File: src/ima_pkg.sv
package ima_pkg;

    localparam int NODES      = 1024;
    localparam int MAX_DEGREE = 8;
    localparam int NODE_W     = 10;
    localparam int SLOT_W     = 3;
    localparam int EDGE_AW    = NODE_W + SLOT_W;
    localparam int EDGES      = NODES * MAX_DEGREE;
    localparam int WEIGHT_W   = 16;
    localparam int EPOCH_W    = 32;
    // Eight negated most-negative weights reach one past the signed range of
    // WEIGHT_W + SLOT_W bits, so the slot sum carries one extra bit.
    localparam int NSUM_W     = WEIGHT_W + SLOT_W + 1;
    localparam int DE_W       = NSUM_W + 1;
    localparam int BIG_W      = 32;
    localparam int PROD_W     = 16 + NSUM_W;

    localparam logic [2:0] REQ_EDGE   = 3'd0;
    localparam logic [2:0] REQ_SPIN   = 3'd1;
    localparam logic [2:0] REQ_ENERGY = 3'd2;
    localparam logic [2:0] REQ_TRIAL  = 3'd3;
    localparam logic [2:0] REQ_BEST   = 3'd4;

    localparam logic [15:0] BETA_RESET = 16'd4096;
    localparam logic [12:0] LOG2E_Q12  = 13'd5909;

    localparam logic [15:0] POW2 [16] = '{
        16'd65535, 16'd62757, 16'd60097, 16'd57549,
        16'd55109, 16'd52773, 16'd50535, 16'd48393,
        16'd46341, 16'd44376, 16'd42494, 16'd40693,
        16'd38968, 16'd37316, 16'd35733, 16'd34219
    };

    typedef struct packed {
        logic [2:0]          req_type;
        logic [NODE_W-1:0]   node;
        logic [SLOT_W-1:0]   slot;
        logic [NODE_W-1:0]   neighbour;
        logic signed [15:0]  coupling;
        logic                slot_used;
        logic                spin_value;
        logic [15:0]         uniform;
    } t_req;

    typedef struct packed {
        logic                flipped;
        logic signed [31:0]  energy_now;
        logic signed [31:0]  energy_best;
        logic                spin_out;
    } t_res;

    typedef struct packed {
        logic                 valid;
        logic [NODE_W-1:0]    target;
        logic [WEIGHT_W-1:0]  weight;
    } t_edge;

    typedef struct packed {
        logic [EPOCH_W-1:0] epoch;
        logic               best;
        logic               cur;
    } t_spin_ent;

    typedef enum logic [4:0] {
        ST_CLEAR, ST_IDLE, ST_EDGE_WR, ST_SPIN_RD, ST_SPIN_WR, ST_BEST_RD,
        ST_BEST_OUT, ST_NODE_RD, ST_NODE_DAT, ST_EDGE_RD, ST_EDGE_DAT,
        ST_NBR_DAT, ST_NODE_END, ST_MUL1, ST_MUL2, ST_DECIDE, ST_ENERGY,
        ST_TRACK, ST_EFIN, ST_DONE
    } t_state;

    typedef struct packed {
        logic accept;
        logic clr_wr;
        logic edge_wr;
        logic spin_rd_nbr;
        logic latch_node;
        logic latch_edge;
        logic accum;
        logic node_end;
        logic spin_wr_load;
        logic best_out;
        logic mul1;
        logic mul2;
        logic decide;
        logic energy;
        logic track;
        logic efin;
    } t_cmd;

    typedef struct packed {
        logic clr_last;
        logic slot_last;
        logic node_last;
        logic energy_mode;
    } t_status;

endpackage

File: src/ima_ctrl.sv
module ima_ctrl (
    input  logic            i_clk,
    input  logic            i_rst_n,
    input  logic            start,
    input  logic [2:0]      i_req_type,
    input  ima_pkg::t_status i_status,
    output ima_pkg::t_cmd   o_cmd,
    output logic            busy,
    output logic            o_done
);
    import ima_pkg::*;

    t_state r_state, n_state;

    always_ff @(posedge i_clk) begin
        if (!i_rst_n) begin
            r_state <= ST_CLEAR;
        end else begin
            r_state <= n_state;
        end
    end

    always_comb begin
        n_state = r_state;
        o_cmd   = '0;
        busy    = (r_state != ST_IDLE);
        o_done  = 1'b0;
        case (r_state)
            ST_CLEAR: begin
                o_cmd.clr_wr = 1'b1;
                if (i_status.clr_last) n_state = ST_IDLE;
            end
            ST_IDLE: begin
                if (start) begin
                    o_cmd.accept = 1'b1;
                    case (i_req_type)
                        REQ_EDGE:   n_state = ST_EDGE_WR;
                        REQ_SPIN:   n_state = ST_SPIN_RD;
                        REQ_ENERGY: n_state = ST_NODE_RD;
                        REQ_TRIAL:  n_state = ST_NODE_RD;
                        REQ_BEST:   n_state = ST_BEST_RD;
                        default:    n_state = ST_DONE;
                    endcase
                end
            end
            ST_EDGE_WR: begin
                o_cmd.edge_wr = 1'b1;
                n_state = ST_DONE;
            end
            ST_SPIN_RD:  n_state = ST_SPIN_WR;
            ST_SPIN_WR: begin
                o_cmd.spin_wr_load = 1'b1;
                n_state = ST_DONE;
            end
            ST_BEST_RD:  n_state = ST_BEST_OUT;
            ST_BEST_OUT: begin
                o_cmd.best_out = 1'b1;
                n_state = ST_DONE;
            end
            ST_NODE_RD:  n_state = ST_NODE_DAT;
            ST_NODE_DAT: begin
                o_cmd.latch_node = 1'b1;
                n_state = ST_EDGE_RD;
            end
            ST_EDGE_RD:  n_state = ST_EDGE_DAT;
            ST_EDGE_DAT: begin
                o_cmd.latch_edge  = 1'b1;
                o_cmd.spin_rd_nbr = 1'b1;
                n_state = ST_NBR_DAT;
            end
            ST_NBR_DAT: begin
                o_cmd.accum = 1'b1;
                n_state = i_status.slot_last ? ST_NODE_END : ST_EDGE_RD;
            end
            ST_NODE_END: begin
                o_cmd.node_end = 1'b1;
                if (!i_status.energy_mode) begin
                    n_state = ST_MUL1;
                end else if (i_status.node_last) begin
                    n_state = ST_EFIN;
                end else begin
                    n_state = ST_NODE_RD;
                end
            end
            ST_MUL1: begin
                o_cmd.mul1 = 1'b1;
                n_state = ST_MUL2;
            end
            ST_MUL2: begin
                o_cmd.mul2 = 1'b1;
                n_state = ST_DECIDE;
            end
            ST_DECIDE: begin
                o_cmd.decide = 1'b1;
                n_state = ST_ENERGY;
            end
            ST_ENERGY: begin
                o_cmd.energy = 1'b1;
                n_state = ST_TRACK;
            end
            ST_TRACK: begin
                o_cmd.track = 1'b1;
                n_state = ST_DONE;
            end
            ST_EFIN: begin
                o_cmd.efin = 1'b1;
                n_state = ST_DONE;
            end
            ST_DONE: begin
                o_done  = 1'b1;
                n_state = ST_IDLE;
            end
            default: n_state = ST_IDLE;
        endcase
    end
endmodule

File: config.mk
export PLATFORM = sky130hd
export DESIGN_NAME = ima_ctrl
export DESIGN_NICKNAME = d
export VERILOG_FILES = /design/src/ima_pkg.sv /design/src/ima_ctrl.sv
export SDC_FILE = /design/constraint.sdc
export NUM_CORES = 1
export LEC_CHECK = 0
export BUFFER_PORTS_ARGS = -buffer_cell sky130_fd_sc_hd__buf_2
export CAP_MARGIN = 10
export CORE_AREA = 2 2 39 41
export DETAILED_ROUTE_END_ITERATION = 12
export DIE_AREA = 0 0 41 43
export HOLD_SLACK_MARGIN = 0.02
export PLACE_DENSITY = 0.77
export SYNTH_ARGS = -nofsm -noshare
export SYNTH_HDL_FRONTEND = slang
export SYNTH_SLANG_ARGS = --single-unit
File: constraint.sdc
create_clock -name i_clk -period 4.46 [get_ports i_clk]
set_clock_uncertainty 0.2 [all_clocks]
set_input_delay 0.892 -clock i_clk [delete_from_list [all_inputs] [get_ports i_clk]]
set_output_delay 0.892 -clock i_clk [all_outputs]
set_load 0.005 [all_outputs]
Word-level counts from Yosys, hierarchy flattened
Index checks and enable logic that the tools add are counted.
Widths: inputs -> output; s select.
{"block": "totals", "regBits": 5, "latchBits": 0, "ram_bits": 0, "rom_bits": 0, "input_bits": 10, "output_inout_bits": 18, "mem_count": 0}
{"block": "op_classes", "addsub": 0, "n_mul": 0, "div_mod_pow": 0, "order_cmp": 0, "n_eq_ne": 26, "shifts": 0, "muxes": 24, "bitwise_logic": 0, "n_reduce_logical": 5}
{"cell": "$pmux 5 s15", "count": 1}
{"cell": "$eq 5x4->1 const B", "count": 8}
{"cell": "$eq 5x3->1 const B", "count": 4}
{"cell": "$eq 5x5->1 const B", "count": 4}
{"cell": "$mux 5", "count": 4}
{"cell": "$pmux 5 s4", "count": 1}
{"cell": "$mux 1", "count": 17}
{"cell": "$eq 5x2->1 const B", "count": 2}
{"cell": "$eq 3x2->1 const B", "count": 2}
{"cell": "$eq 5x1->1 const B", "count": 1}
{"cell": "$logic_not 5->1", "count": 1}
{"cell": "$ne 5x1->1 const B", "count": 1}
{"cell": "$reduce_or 5->1", "count": 1}
{"cell": "$ne 2x2->1 const B", "count": 2}
{"cell": "$eq 3x1->1 const B", "count": 1}
{"cell": "$eq 3x3->1 const B", "count": 1}
{"cell": "$logic_not 3->1", "count": 1}
{"cell": "$mux 3", "count": 1}
{"cell": "$reduce_and 2->1", "count": 1}
{"cell": "$reduce_or 2->1", "count": 1}

Logic depth before layout (Yosys ltp)
{"block": "depth", "word_depth": 5, "ltp_mapped": 6, "depth_no_buf": 5}

Worst setup path after synthesis
OpenSTA, ideal clock, no wires.
{"block": "synth_timing", "path_type": "input to output", "startpoint": "input start", "endpoint": "output o_cmd[15] (netlist name)", "arrival_ns": 1.029, "path_slack_ns": 2.339, "stages": 1, "cell_sequence": "and3_1"}
{"block": "synth_between", "elab_chain_cells": 2}
{"element": "start: declaration", "line_no": "ima_ctrl.sv:4", "source": "input logic start,"}
{"element": "$mux 1", "line_no": "ima_ctrl.sv:34", "source": "if (start) begin"}
{"element": "$mux 1", "line_no": "ima_ctrl.sv:28", "source": "case (r_state)"}
{"element": "end: declaration", "line_no": "ima_ctrl.sv:7", "source": "output ima_pkg::t_cmd o_cmd,"}
Every way passes these cells.

==> results.sh <==
export IMPL_syn_area_um2=595.6
export IMPL_place_congestion=0.9065
export IMPL_place_area_um2=698.2
export IMPL_cts_buffers=3
export IMPL_fin_nets=122
export IMPL_tns_ps=0
export IMPL_dp_slack_ps=2090
export IMPL_postCtsSetupRepairBufs=0
export IMPL_initial_core_util_pct=43.04
export IMPL_grt_pass1_vias=563
export IMPL_io_buffer_count=27
export IMPL_grt_pass1_wl_mm=2.401
export IMPL_final_cell_area_um2=724.4
export IMPL_ant_nets=0
export IMPL_yosysTopAreaCell="dfxtp_1"
export IMPL_ys_ff_latch=5
export IMPL_wl_per_cell_um=12.64
export IMPL_maxCapViolations=0
export IMPL_slew_viol_final=0
export IMPL_path_buf_inv=1
export IMPL_clkTransAtPathRegs_ps=40
export IMPL_ios=28
export IMPL_synth_top_area_share_pct=16.81
export IMPL_wl_mm=1.605
export IMPL_crit_fanout=17
export IMPL_groute_usage_overall_pct=20.42
export IMPL_startpoint_type="flop"
export IMPL_critical_path_required_ps=3370
export IMPL_grt_max_degree=19
export IMPL_crit_chain="or2b_1 > nor3_2 > buf_2"
export IMPL_dp_cells=123
export IMPL_worstPathArrival_ps=1580
export IMPL_crit_slowest_cell="dfxtp_1"
export IMPL_drc=0
export IMPL_syn_instance_count=88
export IMPL_reg_largest_list="r_state (5)"
export IMPL_hold_buffers=0
export IMPL_die_y_um=43
export IMPL_ctsHtreeMaxLevel=1
export IMPL_post_route_period_util_pct=59.89
export IMPL_cts_sink_count=5
export IMPL_num_antenna_cells=0
export IMPL_layout_setup_ws_ps=1789
export IMPL_synth_distinct_cells=31
export IMPL_hpwl_mm=1.191
export IMPL_min_period_ps=2671
export IMPL_worst_skew_pair_late_latency_ps=250
export IMPL_overflow=0
export IMPL_syn_nets=98
export IMPL_antenna_found_initial=0
export IMPL_yosys_warnings=0
export IMPL_rows=14
export IMPL_finalHoldViolCount=0
export IMPL_cts_tree="yes"
export IMPL_synth_area_per_cell_um2=6.768
export IMPL_ys_top_cells_by_area="dfxtp_1, nor2_1, buf_4"
export IMPL_via_per_inst=5.764
export IMPL_core_mm2=0.001384
export IMPL_first_iter_violations=13
export IMPL_power_leakage_nw=0.3469
export IMPL_grt_setup_unrepaired="no"
export IMPL_worstMarginPinSlew_ps=585.0
export IMPL_fp_dieArea_mm2=0.001763
export IMPL_pwr_density_cell_mw_per_mm2=182.9
export IMPL_setup_violations=0
export IMPL_vias=732
export IMPL_max_slew_margin_pct=60.94
export IMPL_status="finished, final reports clean"
export IMPL_irDropWorstVdd_v=0.0001141
export IMPL_path_delay_family="flip-flops"
export IMPL_largest_reg_flops=5
export IMPL_max_freq_mhz=374.4
export IMPL_endpoint_kind="output port"
export IMPL_drive_gt1_share_pct=32.43
export IMPL_largest_register="r_state"
export IMPL_cts_buffer_depth=2
export IMPL_dr_pass1_iters=4
export IMPL_fp_dieW_um=41
export IMPL_cts_resized=0
export IMPL_criticalPathCategory="reg -> out"
export IMPL_root_buffer="clkbuf_4"
export IMPL_yosysSeqAreaShare_pct=16.81
export IMPL_fin_cells=127
export IMPL_worst_hold_path_type="reg -> reg"
export IMPL_slowest_delay_ps=650
export IMPL_syn_to_final_growth_pct=21.64
## kinds of logic (layout without fill, tap and decap cells)
logic type,after synthesis,count (layout),synth area share [%]
DFF,5,5,16.81
muxes,1,1,1.681
buffers and inverters,13,36,11.98
AOI/OAI and AO/OA,22,22,27.94
and+or+nand+nor,47,47,41.60
## synth_stat cells
master,n
nor3_2,1
nor2_1,13
or2b_1,1
buf_2,3
buf_4,5
a21oi_1,4
and3_1,3
or2_2,1
a221oi_2,1
a22o_1,1
nor4_1,2
nand2b_1,2
mux2i_1,1
a311o_1,1
dfxtp_1,5
or3_1,1
nor3b_1,1
nand2b_2,1
nor3_1,5
nand3_1,2
nand2_1,8
inv_1,5
and4bb_2,1
a2111oi_0,1
a31oi_1,5
nor2b_1,4
o31ai_2,1
o31a_1,4
a221o_1,1
and2_1,1
o21ai_0,3
## layout by cell type (no fill, tap or decap)
cell and count:
a2111oi_0 1, a21oi_1 4, a221o_1 1, a221oi_2 1, a22o_1 1, a311o_1 1
a31oi_1 5, and2_1 1, and3_1 3, and4bb_2 1, buf_2 27, clkbuf_1 1
clkbuf_4 3, dfxtp_1 5, inv_1 5, mux2i_1 1, nand2_1 8, nand2b_1 2
nand2b_2 1, nand3_1 2, nor2_1 13, nor2b_1 4, nor3_1 5, nor3_2 1
nor3b_1 1, nor4_1 2, o21ai_0 3, o31a_1 4, o31ai_2 1, or2_2 1
or2b_1 1, or3_1 1
## area by class of cell
cell class	count	area, um2
timing repair buffer	27	135.1
inverter	5	18.77
clock buffer	4	26.28
fill	140	659.4
sequential	5	100.1
tap	16	20.02
multi-input combinational	70	424.2
## worst paths after layout
check             startpoint  cells past startpoint  slack, ps    endpoint
setup / recovery  r_state[3]                      3       1790    o_cmd[8]
hold / removal    r_state[4]                      1        510  r_state[3]
setup reg to reg  r_state[1]                      4       2510  r_state[4]
hold reg to reg   r_state[4]                      1        510  r_state[3]
## layer usage
| metal | vias up | share of wire, % | global-route usage, % |
|---|---|---|---|
| li1 | 364 | - | - |
| met5 | - | 0 | 0 |
| met1 | 327 | 44 | 24.27 |
| met2 | 37 | 44 | 30.63 |
| met3 | 4 | 9.7 | 7.853 |
| met4 | 0 | 1.7 | 10.00 |
## metrics by stage
stage | hold WS, ps | power, W | utilization [%]
detailed placement | 492.7 | 0.00007969 | 50.45
global placement | 497.0 | 0.00007900 | 50.45
global route | 538.3 | 0.0001424 | 52.35
floorplan | 376.3 | 0.00006894 | -
finish | 505.4 | 0.0001325 | 52.35
CTS | 496.3 | 0.0001351 | 52.35
## where the power goes
| group | switching (W) | internal (W) | total [W] |
|---|---|---|---|
| logic | 0.0000148 | 0.0000135 | 0.0000283 |
| clock network | 0.0000194 | 0.0000339 | 0.0000532 |
| registers | 0.00000481 | 0.0000461 | 0.0000509 |
| total | 0.0000390 | 0.0000935 | 0.000133 |
Power figures use the tool's default switching activity.
